### config.mk
export PLATFORM = sky130hd
export DESIGN_NAME = dla_queue
export DESIGN_NICKNAME = d
export VERILOG_FILES = /design/src/hdl/dla_pkg.sv /design/src/hdl/dla_queue.sv
export SDC_FILE = /design/constraint.sdc
export NUM_CORES = 1
export LEC_CHECK = 0
export BUFFER_PORTS_ARGS = -buffer_cell sky130_fd_sc_hd__clkbuf_2
export CAP_MARGIN = 20
export CORE_UTILIZATION = 55
export DETAILED_ROUTE_END_ITERATION = 10
export HOLD_SLACK_MARGIN = 0.12
export PLACE_DENSITY = 0.81
export SKIP_CTS_REPAIR_TIMING = 1
export SLEW_MARGIN = 20
export SYNTH_ARGS = -nofsm -noshare
export SYNTH_HDL_FRONTEND = slang
export SYNTH_SLANG_ARGS = --single-unit
### constraint.sdc
create_clock -name clk -period 1.8 [get_ports clk]
set_input_delay 0.36 -clock clk [delete_from_list [all_inputs] [get_ports clk]]
set_output_delay 0.36 -clock clk [all_outputs]
set_load 0.01 [all_outputs]
### src/hdl/dla_pkg.sv
// Shared types and constants for the debounced limit alarm.
// Used by the interfaces, the front, queue, back and top level; no dependencies.
`timescale 1ns / 1ps
`default_nettype none

package dla_pkg;

    localparam int NUM_DEVICES  = 16;
    localparam int NUM_CHANNELS = 64;
    localparam int NUM_ENTRIES  = NUM_DEVICES * NUM_CHANNELS;
    localparam int ADDR_W       = (NUM_ENTRIES > 1) ? $clog2(NUM_ENTRIES) : 1;

    localparam int DEV_W   = 4;
    localparam int CH_W    = 6;
    localparam int DATA_W  = 32;
    localparam int CNT_W   = 8;
    localparam int CLASS_W = 2;

    localparam logic [CNT_W-1:0] CNT_MAX        = {CNT_W{1'b1}};
    localparam logic [CNT_W-1:0] DEBOUNCE_RESET = CNT_W'(3);

    localparam int QUEUE_DEPTH = 4;
    localparam int QPTR_W      = $clog2(QUEUE_DEPTH);

    typedef enum logic [CLASS_W-1:0] {
        CLS_NORMAL = 2'd0,
        CLS_LOW    = 2'd1,
        CLS_HIGH   = 2'd2
    } class_t;

    // One entry of the per-channel track store
    typedef struct packed {
        class_t             committed;
        class_t             pending;
        logic [CNT_W-1:0]   count;
    } track_t;

    localparam int TRACK_W = $bits(track_t);

    // Classified transaction handed from front to back
    typedef struct packed {
        logic [DEV_W-1:0]   device;
        logic [CH_W-1:0]    channel;
        class_t             cand;
        logic               in_range;
        logic [ADDR_W-1:0]  addr;
    } item_t;

    typedef enum logic {
        ST_CLEAR = 1'b0,
        ST_RUN   = 1'b1
    } back_state_t;

endpackage

`default_nettype wire

### src/hdl/dla_queue.sv
// Short FIFO of classified transactions between front and back.
// Depends on dla_pkg.
`timescale 1ns / 1ps
`default_nettype none

module dla_queue (
    input  wire logic               clk,
    input  wire logic               rst_n,
    input  wire logic               push,
    input  wire dla_pkg::item_t     push_item,
    input  wire logic               pop,
    output dla_pkg::item_t          pop_item,
    output logic                    not_empty,
    output logic                    full
);

    dla_pkg::item_t                 slot_reg [dla_pkg::QUEUE_DEPTH];
    logic [dla_pkg::QPTR_W-1:0]     wr_ptr_reg, wr_ptr_next;
    logic [dla_pkg::QPTR_W-1:0]     rd_ptr_reg, rd_ptr_next;
    logic [dla_pkg::QPTR_W:0]       fill_reg, fill_next;

    assign not_empty = (fill_reg != '0);
    assign full      = (fill_reg == (dla_pkg::QPTR_W + 1)'(dla_pkg::QUEUE_DEPTH));
    assign pop_item  = slot_reg[rd_ptr_reg];

    always_comb
    begin
        wr_ptr_next = push ? dla_pkg::QPTR_W'(wr_ptr_reg + 1'b1) : wr_ptr_reg;
        rd_ptr_next = pop  ? dla_pkg::QPTR_W'(rd_ptr_reg + 1'b1) : rd_ptr_reg;
        fill_next   = fill_reg;
        if (push && !pop)
        begin
            fill_next = fill_reg + 1'b1;
        end
        else if (pop && !push)
        begin
            fill_next = fill_reg - 1'b1;
        end
    end

    always_ff @(posedge clk or negedge rst_n)
    begin
        if (!rst_n)
        begin
            wr_ptr_reg <= '0;
            rd_ptr_reg <= '0;
            fill_reg   <= '0;
        end
        else
        begin
            wr_ptr_reg <= wr_ptr_next;
            rd_ptr_reg <= rd_ptr_next;
            fill_reg   <= fill_next;
        end
    end

    always_ff @(posedge clk)
    begin
        if (push)
        begin
            slot_reg[wr_ptr_reg] <= push_item;
        end
    end

endmodule

`default_nettype wire

## Word level (Yosys, flattened, before mapping)

Memories as Yosys holds them, arrays and structs flattened.
Cells that the tools add are included.

- Flip-flop bits (word level): 7
- RAM bits: 92
- Output and inout port bits: 25
- Logic and storage cells: 19
- Memories: 1

- Add/sub/neg operators: 4
- Eq/ne operators: 1
- Muxes and demuxes: 4
- Reduce and logical (&&, ||, !) cells: 6

Memory list:

| name | depth | width | read ports | clocked after Yosys merged registers in | wr ports | RTL line | source |
|---|---|---|---|---|---|---|---|
| slot_reg | 4 | 23 | 1 | 0 | 1 | dla_queue.sv:17 | `dla_pkg::item_t slot_reg [dla_pkg::QUEUE_DEPTH];` |

Operator list:

| cell | count |
|---|---|
| $mux 3 | 2 |
| $add 2x1->2 const B | 2 |
| $add 3x1->3 const B | 1 |
| $eq 3x3->1 const B | 1 |
| $reduce_bool 3->1 | 1 |
| $sub 3x1->3 const B | 1 |
| $logic_and 1x1->1 | 2 |
| $logic_not 1->1 | 2 |
| $mux 1 | 2 |
| $reduce_bool 2->1 | 1 |

## Longest topological paths before layout

- Depth after elaboration: 4
- Mapped depth: 7
- Depth with buffers taken out: 7

## Worst setup path after synthesis

OpenSTA, ideal clock, no wires.

- Kind: register -> register
- Start: register wr_ptr_reg[0] (netlist bit)
- End: memory slot_reg[0][0] (netlist bit), enable pin
- Setup time: 382 ps
- Arrival time: 1,209 ps
- Required time: 1,418 ps
- Path slack: 210 ps
- Stages on the path, launching flop included: 4
- Buffers on the path: 0
- Clock period less this slack: 1,590 ps
- Cells stage by stage: dfrtp_1 -> inv_1 -> ha_1 -> and2_1

RTL lines:

| what | RTL line | source |
|---|---|---|
| start: declaration | dla_queue.sv:18 | `logic [dla_pkg::QPTR_W-1:0] wr_ptr_reg, wr_ptr_next;` |
| start signal: assignment | dla_queue.sv:51 | `wr_ptr_reg <= wr_ptr_next;` |
| end: declaration | dla_queue.sv:17 |  |

Straight into the memory's write port.

==> results.py <==
metrics = {
    "status": {
        "status": "complete, but fails checks",
        "violations": "negative setup slack",
    },
    "final_layout": {
        "drive_gt1_frac": 0.447,
        "nets": 255,
        "antenna_cells": 0,
        "post-route-util": 0.683,
        "syn2layout_area_growth_pct": 17.4,
        "fin_area_sq_um": 4410,
        "largest_register_ff_count": 92,
    },
    "detailed_routing": {
        "first_iter_violations": 110,
        "vias": 1690,
        "vias_per_cell": 5.58,
        "first_pass_iters": 8,
        "wl_microns": 5620,
        "wire_per_inst_microns": 18.5,
        "drc": 0,
        "postRouteAntennaNets": 0,
    },
    "worst_setup_path": {
        "r2r_start": "fill_reg[0]",
        "rr_worst_depth": 4,
        "cp-start-kind": "register",
        "endpoint_kind": "primary output",
        "arrival_ns": 1.62,
        "regToRegEndpoint": "fill_reg[2]",
        "cp_data_required_time_ns": 1.44,
        "rrSetupSlack_ns": 0.39,
        "critPathMaxFanout": 5,
        "critPathKind": "reg2out",
    },
    "hold_path": {
        "min_to": "slot_reg[0][14]",
        "min_path_cells": 1,
        "timing.hold.worst.class": "in2reg",
        "min_from": "push_item[14]",
    },
    "yosys": {
        "yosysWarnings": 0,
        "yosysUniqueCellTypes": 19,
        "netlist_instances": 155,
        "synth_top_area_share": 0.735,
        "ys_ff_latch": 99,
        "synthTopCellsByArea": "edfxtp_1 74%, mux4_2 11%, dfrtp_1 4.7%, mux4_1 3.5%, ha_1 1.7%",
        "netlist_area_sq_um": 3760,
        "yosysSeqAreaShare": 0.782,
        "avgSynthCellArea_sq_um": 24.2,
        "synth_nets": 188,
        "yosysTopAreaCell": "edfxtp_1",
    },
    "sta": {
        "skew_ns": 0.00816,
        "setup_viol": 23,
        "slew_headroom": 0.816,
        "fin_crit_sh": 1.10,
        "hold_viol": 0,
        "tightest_slew_ns": 0.277,
        "finalSetupTns_ns": -3.40,
        "period_minus_slack_ns": 1.98,
        "fmax_ghz": 0.505,
        "drv_slew": 0,
        "fin_ws_ns": -0.179,
        "rsz0062_at_grt": "true",
    },
    "floorplanning": {
        "start_util": 0.582,
        "core_area_sq_um": 6460,
        "rows": 29,
        "die_area_sq_um": 7170,
        "io_pins": 52,
        "die_y_microns": 84.7,
        "dieWidth_microns": 84.7,
    },
    "clock_tree": {
        "cts_tree": "done",
        "cts_root_buf": "clkbuf_8",
        "h-tree-depth": 3,
        "path_clk_slew_ns": 0.09,
        "cts_sinks": 99,
        "cts_max_path_buffers": 2,
        "cts_buffers": 9,
        "clock_latency_ns": 0.35,
    },
    "grt": {
        "grt-ovfl-total": 0,
        "antenna_found_initial": 0,
        "track_usage": 0.177,
        "grt_pass1_wl_microns": 8940,
        "grt_max_degree": 24,
        "grt_pass1_vias": 1737,
    },
    "place": {
        "post-dp-hpwl_microns": 3670,
        "port-buffer-count": 51,
        "place_area_sq_um": 4190,
        "gp_congestion": 0.662,
    },
    "power_and_ir_drop": {
        "ir_worst_vdd_mv": 0.975,
        "leakagePower_uw": 0.00159,
        "power_density_nw_per_um2": 1570,
    },
    "job": {
        "drv_cap": 0,
    },
}
routing by layer:
metal | global-route usage | vias to the layer above | part of all wire
li1 | - | 766 | -
met1 | 0.227 | 870 | 0.44
met2 | 0.293 | 46 | 0.51
met3 | 0.0403 | 8 | 0.039
met4 | 0.0832 | 0 | 0.013
met5 | 0 | - | 0
stage by stage:
step | std cells | power (uW) | setup WS (ns) | hold WS (ns)
3_3_place_gp | 287 | 5410 | 0.178 | 0.208
6_report | 303 | 6920 | -0.179 | 0.223
2_1_floorplan | 155 | 4640 | 0.210 | 0.0644
3_5_place_dp | 287 | 5450 | 0.118 | 0.210
4_1_cts | 302 | 6940 | -0.224 | -0.174
5_1_grt | 303 | 7260 | -0.254 | 0.211
how the worst max path moves through the flow:
stage,slack [ns],to,from
global route,-0.25,pop_item[3],rd_ptr_reg[0]
CTS,-0.22,pop_item[20],rd_ptr_reg[0]
global placement,0.18,fill_reg[2],push
detailed placement,0.12,fill_reg[2],push
finish,-0.18,pop_item[3],rd_ptr_reg[0]
floorplan,0.21,slot_reg[0][0],wr_ptr_reg[0]
placed cells by master, fill, tap and decap left out, types with 2 or more instances in the layout:
| cell type | instances |
|---|---|
| clkbuf_8 | 9 |
| clkinv_4 | 3 |
| dfrtp_1 | 6 |
| buf_4 | 4 |
| bufinv_16 | 2 |
| buf_6 | 2 |
| inv_1 | 4 |
| edfxtp_1 | 92 |
| and2_1 | 4 |
| buf_12 | 6 |
| mux4_2 | 23 |
| nand2_1 | 2 |
| xnor2_1 | 2 |
| ha_1 | 5 |
| clkbuf_2 | 49 |
| xor2_1 | 4 |
cells by family after synthesis:
logic type / share of synthesized area
flops: 0.782
buf+inv: 0.0216
fa+ha+maj: 0.0220
xor+xnor: 0.0140
compound gates: 0.00133
simple gates: 0.0133
mux: 0.146
layout make-up:
class	count	area, sq um
clock buffers	9	124
clock inverters	6	91.3
fillers	416	2050
inverters	4	15.0
multi-input cells	46	719
flip-flops and latches	99	2940
well taps	77	96.3
repair buffers	62	428
cells in the mapped netlist:
cell,n
and2_1,4
buf_12,2
buf_2,3
buf_6,1
dfrtp_1,7
edfxtp_1,92
fa_1,1
ha_1,5
inv_1,4
mux2_2,1
mux4_1,5
mux4_2,18
nand2_1,2
nor2_1,1
nor3b_1,1
o21ai_0,1
or3_1,1
xnor2_1,2
xor2_1,4
power breakdown:
| part | switching, uW | total, uW | internal (uW) |
|---|---|---|---|
| registers | 197 | 3220 | 3030 |
| clock network | 702 | 1480 | 779 |
| logic | 1040 | 2210 | 1170 |
worst max-delay path: stages (launching register included):
cell      delay [ns]
dfrtp_2         0.44
buf_4           0.18
mux4_2          0.50
clkbuf_2        0.15
Note: power is estimated with default switching activity, not from simulation.
