--- src/hdl/dla_pkg.sv ---
// Shared types and constants for the debounced limit alarm.
// Used by the interfaces, the front, queue, back and top level; no dependencies.
`timescale 1ns / 1ps
`default_nettype none

package dla_pkg;

    localparam int NUM_DEVICES  = 16;
    localparam int NUM_CHANNELS = 64;
    localparam int NUM_ENTRIES  = NUM_DEVICES * NUM_CHANNELS;
    localparam int ADDR_W       = (NUM_ENTRIES > 1) ? $clog2(NUM_ENTRIES) : 1;

    localparam int DEV_W   = 4;
    localparam int CH_W    = 6;
    localparam int DATA_W  = 32;
    localparam int CNT_W   = 8;
    localparam int CLASS_W = 2;

    localparam logic [CNT_W-1:0] CNT_MAX        = {CNT_W{1'b1}};
    localparam logic [CNT_W-1:0] DEBOUNCE_RESET = CNT_W'(3);

    localparam int QUEUE_DEPTH = 4;
    localparam int QPTR_W      = $clog2(QUEUE_DEPTH);

    typedef enum logic [CLASS_W-1:0] {
        CLS_NORMAL = 2'd0,
        CLS_LOW    = 2'd1,
        CLS_HIGH   = 2'd2
    } class_t;

    // One entry of the per-channel track store
    typedef struct packed {
        class_t             committed;
        class_t             pending;
        logic [CNT_W-1:0]   count;
    } track_t;

    localparam int TRACK_W = $bits(track_t);

    // Classified transaction handed from front to back
    typedef struct packed {
        logic [DEV_W-1:0]   device;
        logic [CH_W-1:0]    channel;
        class_t             cand;
        logic               in_range;
        logic [ADDR_W-1:0]  addr;
    } item_t;

    typedef enum logic {
        ST_CLEAR = 1'b0,
        ST_RUN   = 1'b1
    } back_state_t;

endpackage

`default_nettype wire

--- src/hdl/dla_in_if.sv ---
// Sample channel: valid/ready handshake plus sample payload.
// Depends on dla_pkg for field widths.
`timescale 1ns / 1ps
`default_nettype none

interface dla_in_if;
    logic                               valid;
    logic                               ready;
    logic [dla_pkg::DEV_W-1:0]          device;
    logic [dla_pkg::CH_W-1:0]           channel;
    logic signed [dla_pkg::DATA_W-1:0]  sample;
    logic signed [dla_pkg::DATA_W-1:0]  upper_limit;
    logic signed [dla_pkg::DATA_W-1:0]  lower_limit;

    modport source (output valid, device, channel, sample, upper_limit, lower_limit,
                    input ready);
    modport sink   (input valid, device, channel, sample, upper_limit, lower_limit,
                    output ready);
endinterface

`default_nettype wire

--- src/hdl/dla_front.sv ---
// Front end: accepts samples, classifies them against the limits and forms
// the store address. Depends on dla_pkg and dla_in_if.
`timescale 1ns / 1ps
`default_nettype none

module dla_front (
    dla_in_if.sink                  in_ch,
    input  wire logic               clearing,
    input  wire logic               q_full,
    output logic                    push,
    output dla_pkg::item_t          push_item
);

    dla_pkg::class_t cand;

    assign in_ch.ready = !clearing && !q_full;
    assign push        = in_ch.valid && in_ch.ready;

    // high wins over low when the limits are inverted
    always_comb
    begin
        if (in_ch.sample > in_ch.upper_limit)
        begin
            cand = dla_pkg::CLS_HIGH;
        end
        else if (in_ch.sample < in_ch.lower_limit)
        begin
            cand = dla_pkg::CLS_LOW;
        end
        else
        begin
            cand = dla_pkg::CLS_NORMAL;
        end
    end

    always_comb
    begin
        push_item.device   = in_ch.device;
        push_item.channel  = in_ch.channel;
        push_item.cand     = cand;
        push_item.in_range = (32'(in_ch.device) < dla_pkg::NUM_DEVICES) &&
                             (32'(in_ch.channel) < dla_pkg::NUM_CHANNELS);
        push_item.addr     = dla_pkg::ADDR_W'(dla_pkg::ADDR_W'(in_ch.device) *
                                              dla_pkg::ADDR_W'(dla_pkg::NUM_CHANNELS))
                             + dla_pkg::ADDR_W'(in_ch.channel);
    end

endmodule

`default_nettype wire

--- src/flat_wrapper.sv ---
// flat-port wrapper written by rule: the top's interface ports become plain ports
module dla_front_flat 
  (clearing, q_full, push, push_item, in_ch_valid, in_ch_device, in_ch_channel, in_ch_sample, in_ch_upper_limit, in_ch_lower_limit, in_ch_ready);
  dla_in_if in_ch_i ();
  input  wire logic clearing;
  input  wire logic q_full;
  output logic push;
  output dla_pkg::item_t push_item;
  input wire logic [$bits(in_ch_i.valid)-1:0] in_ch_valid;
  input wire logic [$bits(in_ch_i.device)-1:0] in_ch_device;
  input wire logic [$bits(in_ch_i.channel)-1:0] in_ch_channel;
  input wire logic [$bits(in_ch_i.sample)-1:0] in_ch_sample;
  input wire logic [$bits(in_ch_i.upper_limit)-1:0] in_ch_upper_limit;
  input wire logic [$bits(in_ch_i.lower_limit)-1:0] in_ch_lower_limit;
  output wire logic [$bits(in_ch_i.ready)-1:0] in_ch_ready;
  assign in_ch_i.valid = in_ch_valid;
  assign in_ch_i.device = in_ch_device;
  assign in_ch_i.channel = in_ch_channel;
  assign in_ch_i.sample = in_ch_sample;
  assign in_ch_i.upper_limit = in_ch_upper_limit;
  assign in_ch_i.lower_limit = in_ch_lower_limit;
  assign in_ch_ready = in_ch_i.ready;
  dla_front u_core (.in_ch(in_ch_i), .clearing(clearing), .q_full(q_full), .push(push), .push_item(push_item));
endmodule
--- config.mk ---
export PLATFORM = sky130hd
export DESIGN_NAME = dla_front_flat
export DESIGN_NICKNAME = d
export VERILOG_FILES = /design/src/hdl/dla_pkg.sv /design/src/hdl/dla_in_if.sv /design/src/hdl/dla_front.sv /design/src/flat_wrapper.sv
export SDC_FILE = /design/constraint.sdc
export NUM_CORES = 1
export LEC_CHECK = 0
export ABC_AREA = 0
export BUFFER_PORTS_ARGS = -buffer_cell sky130_fd_sc_hd__buf_2
export CORE_MARGIN = 2
export CORE_UTILIZATION = 43
export DETAILED_ROUTE_END_ITERATION = 8
export PLACE_DENSITY = 0.9
export SYNTH_ARGS = -nofsm -noshare
export SYNTH_HDL_FRONTEND = slang
export SYNTH_SLANG_ARGS = --single-unit
export TNS_END_PERCENT = 10
--- constraint.sdc ---
create_clock -name vclk -period 2.6
set_clock_uncertainty 0.15 [all_clocks]
set_input_delay 0.13 -clock vclk [all_inputs]
set_output_delay 0.13 -clock vclk [all_outputs]
set_load 0.02 [all_outputs]
== Yosys cells after proc, flatten, opt, wreduce, memory -nomap -nowiden ==
Index checks and enable logic that the tools add are counted.
Storage, ports and cells
  bits in registers: 0
  logic and storage cells: 9
Cells by class
  add/sub/neg operators: 1
  order comparisons: 2
  multiplexer cells: 2
  reduce and logical (&&, ||, !) cells: 4
Operators by type and width (number)
  greater-than comparator 32 bit: 1
  < comparator 32 bit: 1
  adder 10 x 6 -> 10 bit: 1
  logical AND 1 bit: 2
  zero test 1 bit: 2
  2-to-1 mux 2 bit: 1
  2-to-1 mux 1 bit: 1

== Longest topological paths before layout ==
Gate-level depths: netlist (run 1).
  depth in word-level cells: 3
  mapped depth: 8
  mapped depth without buffers: 8

== Worst setup path before layout (run 1) ==
Ideal clock, no wire load.
  path kind: in2out
  start: input in_ch_upper_limit[19]
  end: output push_item[11] (netlist name)
  arrival: 2132 ps
  setup slack: 188 ps
  cell stages on the path: 8
  buffers on the path: 0
  path through: inv_1 > ha_1 > a21oi_2 > o21ai_1 > a221o_1 > a2111o_1 > o221a_1 > nor4b_2
RTL lines
  start: declaration: line flat_wrapper.sv:13  | input wire logic [$bits(in_ch_i.upper_limit)-1:0] in_ch_upper_limit;
  end: declaration: line flat_wrapper.sv:8  | output dla_pkg::item_t push_item;

==> metrics.md, run 1 <==
| Metric | Value |
|---|---|
| Status | finished, final reports clean |
| Drt total wl | roughly 4.4 mm |
| Share of layout cells above drive strength 1 | 0.323 |
| Layout area overhead | 23.8% |
| DR vias/cell | ~5.0 |
| Sequential area share after synthesis | 0 |
| Initial antenna violation count | 0 |
| Footprint of the multi-input gates | between 1000 and 1500 um2 |
| DP Worst Slack | 0.0604 ns |
| Final Setup Violations | 0 |
| Fill count | about 380 |
| CP Capture Type | primary output |
| # hold bufs at CTS | 0 |
| Most frequent cells in the layout | 102 x buf_2, 65 x inv_1, 63 x ha_1 |
| Core Rows | 23 |
| Hold Vio Cnt, Final | 0 |
| Global-route wire length before repair | around 6.5 mm |
| Post-Syn Area | about 1800 um2 |
| Tcrit/Tclk final | 0.974 |
| Fin Hold WS | around 0.11 ns |
| Top post-synthesis cells by area | ha_1 44%, inv_1 14%, buf_4 8.8% |
| Reg area | 0 um2 |
| Worst min-delay path class | primary input to primary output |
| Port Buffers | approximately 100 |
| Sequential cell count | 0 |
| Grt total ovfl | 0 |
| Routed Antenna Nets | 0 |
| Die footprint | between 4000 and 5000 um2 |
| Crit path required time | approximately 2.3 ns |
| Clk_buf instances | 0 |
| Vias in the first global route | ~1,700 |
| DR iter-0 viols | 51 |
| Max cap viols | 0 |
| Starting Density | 0.449 |
| Ports | 134 |
| DR DRC count | 0 |
| FMAX | slightly below 400 MHz |
| Crit-path cells | buf_2 -> inv_1 -> ha_1 -> a21oi_2 -> o21ai_1 -> a221o_1 -> a2111o_1 -> o221a_1 -> nor4b_2 -> buf_4 |
| Crit path launch type | primary input |
| P per Cell Area | between 100 and 150 nW/um2 |
| Yosys Warn Count | 0 |
| Nets | 505 |
| Core area | between 4000 and 5000 um2 |
| Pin count of the biggest net entering global routing | 5 |
| Maximum vdd drop | about 0.070 mV |
| Syn Area/Cell | approximately 7.2 um2 |
| Buffers & Inverters on Critical Path | 3 |
| WP data arrival | ~2.3 ns |
| Post-CTS Setup Inserts | 0 |
| Post-synth top area cell | ha_1 |
| CP max-delay cell | a2111o_1 |
| Detailed Routing Iterations Pass 1 | 4 |
| PostCTS Resize Cnt | 0 |
| RSZ-0062 raised after global routing | false |
| Total Power | roughly 0.33 mW |
| DPL Wire Length | approximately 4.2 mm |
| Largest delay contributor family on the critical path | compound AO/OA/AOI/OAI gates |
| Routability cong. | about 0.86 |
| Final min period | about 2.5 ns |
| Leakage power | about 1.5 nW |
| Yosys top cell area share | 0.439 |
| Slew Limit Fails | 0 |
| Hold depth | 0 |
| Slowest stage delay, CP | between 0.4 and 0.5 ns |
| Commonest non-fill, non-tap cell in the layout | buf_2 |
| Setup TNS | 0 ns |
| Die width | 68.6 um |
| Routed wire per std cell | about 12 um |
| Die Y | ~69 um |
| PnR worst setup slack | between 0.06 and 0.07 ns |
| Post-synth net total | 421 |
| Crit Path Class | primary input to primary output |
| Mapped Cells | 249 |
| Unique masters post-synth | 35 |
| Via Count | 1,919 |
| Crit. path cell count | 10 |
| Critical Path Fanout Max | 3 |
| GR Util All Layers | 0.172 |
| Antenna Diode Count | 0 |
==> where the power goes <==
| group | internal (mW) | switching (mW) | total [mW] |
|---|---|---|---|
| Sequential | 0 | 0 | 0 |
| Combinational | 0.166 | 0.167 | 0.332 |
| Clock | 0 | 0 | 0 |
| Total | 0.166 | 0.167 | 0.332 |
==> cells by family after synthesis <==
kind of cell / Yosys count / share of synthesized area
buf+inv: 86 / 0.224
fa+ha+maj: 63 / 0.439
other cells: 1 / 0.00209
simple gates: 51 / 0.162
compound gates: 48 / 0.173
==> cell type report <==
cell class                      count  share of cell area
Tap cell                           50              0.0281
Timing Repair Buffer              103               0.233
Inverter                           65               0.110
Multi-Input combinational cell    163               0.629
==> path summary, 6_finish.rpt <==
| path | endpoint | start | slack (ns) |
|---|---|---|---|
| worst max-delay path | push_item[11] | in_ch_upper_limit[19] | 0.07 |
| worst min-delay path | push_item[21] | in_ch_device[2] | 0.11 |
==> through the flow <==
step                instance area [um2]  std cells   util
global placement                   2220        381  0.554
global route                       2220        381  0.556
detailed placement                 2220        381  0.554
finish                             2220        381  0.556
floorplan                          1800        249      -
CTS                                2220        381  0.554
==> cell usage after synthesis <==
library cell and count:
inv_1 65, ha_1 63, buf_4 21, a21oi_1 20
nand2_1 14, nand4_1 11, a21o_1 7, nand3_1 7
o21ai_0 6, nor3_1 4, a221oi_1 3, and4_1 3
nor2_1 3, a2111o_1 1, a2111oi_0 1, a211oi_1 1
a21boi_1 1, a21oi_2 1, a221o_1 1, a31oi_1 1
and2_1 1, conb_1 1, nand2b_1 1, nor2b_1 1
nor2b_4 1, nor4_1 1, nor4b_2 1, o211ai_1 1
o21a_1 1, o21ai_1 1, o221a_1 1, o41a_1 1
or2_1 1, or4_1 1, or4b_1 1
==> layer usage <==
| layer | up-vias | wire (um) | GRT usage |
|---|---|---|---|
| li1 | 1007 | - | - |
| met4 | 0 | 19 | 0.0200 |
| met2 | 62 | 2340 | 0.341 |
| met1 | 846 | 1820 | 0.208 |
| met5 | - | 0 | 0 |
| met3 | 4 | 251 | 0.00487 |
Note: power is estimated with default switching activity, not from simulation.
==> run 2, diff against run 1 <==
CELL_PAD_IN_SITES_DETAIL_PLACEMENT = 1   (was unset)
CELL_PAD_IN_SITES_GLOBAL_PLACEMENT = 2   (was unset)
CORE_UTILIZATION = 21   (was 43)
PLACE_DENSITY = 0.91   (was 0.9)
==> run 2 against run 1 <==
  * Design area is 7.4% higher
  * Fmax hardly changed
  * Non-clock buffer count is 6 higher
  * Total power is 8.0% higher
  * Via count is 1.7% higher
  * Cell count is 16% higher
  * Global-route usage is 5.6 points lower
  * Wire length is 26% higher
  * Hold slack hardly changed
  * Sequential share of layout area stayed put
  * Setup slack worse by 0.0022 ns
  * Count of clock-buffer cells in the layout stayed put
  * Critical path type unchanged
  * Highest routed layer is now met3
==> metrics.md, run 2 (synthesis gave the netlist of run 1 again) <==
| Metric | Value |
|---|---|
| Tcrit/Tclk final | 0.975 (was 0.974) |
| CP Capture Type | primary output (unchanged) |
| Max cap viols | 0 (unchanged) |
| P per Cell Area | 150 nW/um2 (was 149 nW/um2) |
| Routability cong. | 0.730 (was 0.860) |
| Die width | 96.5 um (was 68.6 um) |
| RSZ-0062 raised after global routing | false (unchanged) |
| Core area | 8260 um2 (was 4000 um2) |
| Fin util | 0.289 (was 0.556) |
| Nets | 511 (was 505) |
| Crit path launch type | primary input (unchanged) |
| Crit path required time | 2.32 ns (about the same) |
| Clk_buf instances | 0 (unchanged) |
| WP data arrival | 2.26 ns (was 2.25 ns) |
| DPL Wire Length | 5.33 mm (was 4.18 mm) |
| Share of layout cells above drive strength 1 | 0.353 (was 0.323) |
| Crit Path Class | primary input to primary output (unchanged) |
| Global-route wire length before repair | 8.74 mm (was 6.55 mm) |
| DR DRC count | 0 (unchanged) |
| Die Y | 96.5 um (was 68.6 um) |
| Detailed Routing Iterations Pass 1 | 4 (unchanged) |
| Most frequent cells in the layout | 102 x buf_2, 65 x inv_1, 61 x ha_1 (was 102 x buf_2, 65 x inv_1, 63 x ha_1) |
| Final min period | 2.54 ns (was 2.53 ns) |
| Max-slew headroom | 0.624 |
| Vias in the first global route | 2,094 (was 1,694) |
| Pin count of the biggest net entering global routing | 4 (was 5) |
| Status | finished, final reports clean (unchanged) |
| Hold Vio Cnt, Final | 0 (unchanged) |
| Port Buffers | 103 (unchanged) |
| Sequential cell count | 0 (unchanged) |
| Via Count | 1,951 (was 1,919) |
| Routed wire per std cell | 12.6 um (was 11.6 um) |
| DR vias/cell | 4.41 (was 5.04) |
| Core Rows | 33 (was 23) |
| GR Util All Layers | 0.116 (was 0.172) |
| Critical path origin | in_ch_upper_limit[17] (was in_ch_upper_limit[19]) |
| Starting Density | 0.218 (was 0.449) |
| Hold path start | in_ch_channel[0] (was in_ch_device[2]) |
| Maximum vdd drop | 0.0407 mV (was 0.0701 mV) |
| DR iter-0 viols | 22 (was 51) |
| Antenna Diode Count | 0 (unchanged) |
| Drt total wl | 5.59 mm (was 4.43 mm) |
| Routed Antenna Nets | 0 (unchanged) |
| Critical Path Fanout Max | 2 (was 3) |
| Fin Hold WS | 0.110 ns (about the same) |
| Fill count | 1,066 (was 376) |
| Final Setup Violations | 0 (unchanged) |
| Initial antenna violation count | 0 (unchanged) |
| Leakage power | 1.50 nW (was 1.46 nW) |
| # hold bufs at CTS | 0 (unchanged) |
| Layout area overhead | 33.0% (was 23.8%) |
| Ports | 134 (unchanged) |
| Slew Limit Fails | 0 (unchanged) |
| Commonest non-fill, non-tap cell in the layout | buf_2 (unchanged) |
| Grt total ovfl | 0 (unchanged) |
| Worst min-delay path class | primary input to primary output (unchanged) |
| FMAX | 394 MHz (was 395 MHz) |
| Die footprint | 9310 um2 (was 4710 um2) |
| Reg area | 0 um2 (unchanged) |
| Slew at the pin closest to its max-slew limit | approximately 0.56 ns |
-- run 2: cell types whose count changed in the layout (fill, tap and decap cells not counted), moves of 2 or more --
cell / change
buf_4: +6
a21oi_1: -2
a21oi_2: +2
ha_1: -2
ha_4: +2
-- run 2: per-stage QoR --
stage,instance area [um2],setup TNS (ns),power (mW),worst slack (ns),instances
3_5_place_dp,2320,-0.0122,0.350,-0.0122,441
2_1_floorplan,1800,0,0.238,0.188,249
6_report,2390,0,0.359,0.0649,442
3_3_place_gp,2320,0,0.335,0.0109,441
4_1_cts,2330,0,0.354,0.00382,441
5_1_grt,2390,0,0.414,0.0000633,442
-- run 2: area by class of cell --
class | count | area (um2) | area share
inverter | 65 | 244 | 0.102
tap | 105 | 131 | 0.0550
timing repair buffer | 109 | 563 | 0.236
multi-input combinational | 163 | 1450 | 0.607
-- run 2: layer usage --
metal / share of wire / up-vias / GRT usage / wire length (um)
li1: - / 1014 / - / -
met5: 0 / - / 0 / 0
met2: 0.53 / 50 / 0.236 / 2980
met3: 0.043 / 0 / 0.00465 / 242
met1: 0.42 / 887 / 0.141 / 2370
met4: 0 / 0 / 0.00117 / 0
-- run 2: worst paths after layout --
kind                         to  cells after the start  slack [ns]
setup / recovery  push_item[11]                     10        0.06
hold / removal     push_item[0]                      0        0.11
-- run 2: critical path, stage by stage --
cell and delay (ns):
buf_2 0.08, inv_1 0.03, ha_1 0.31, a21oi_2 0.17
o21ai_1 0.09, a221o_1 0.35, a2111o_1 0.39, o221a_1 0.25
nor4b_2 0.25, buf_4 0.19
-- run 2: timing repair --
| item | 4_1_cts | 5_1_grt |
|---|---|---|
| gates cloned | 0 | 0 |
| setup buffers | 0 | 1 |
| setup endpoints to repair | 1 | 2 |
| resized for setup | 1 | 8 |
| hold endpoints to repair | 0 | 0 |
| pin swaps | 2 | 5 |
-- run 2: where the power goes --
part	switching [mW]	leakage, nW	internal, mW
clock network	0	0	0
logic	0.182	1.50	0.177
registers	0	0	0
total	0.182	1.50	0.177
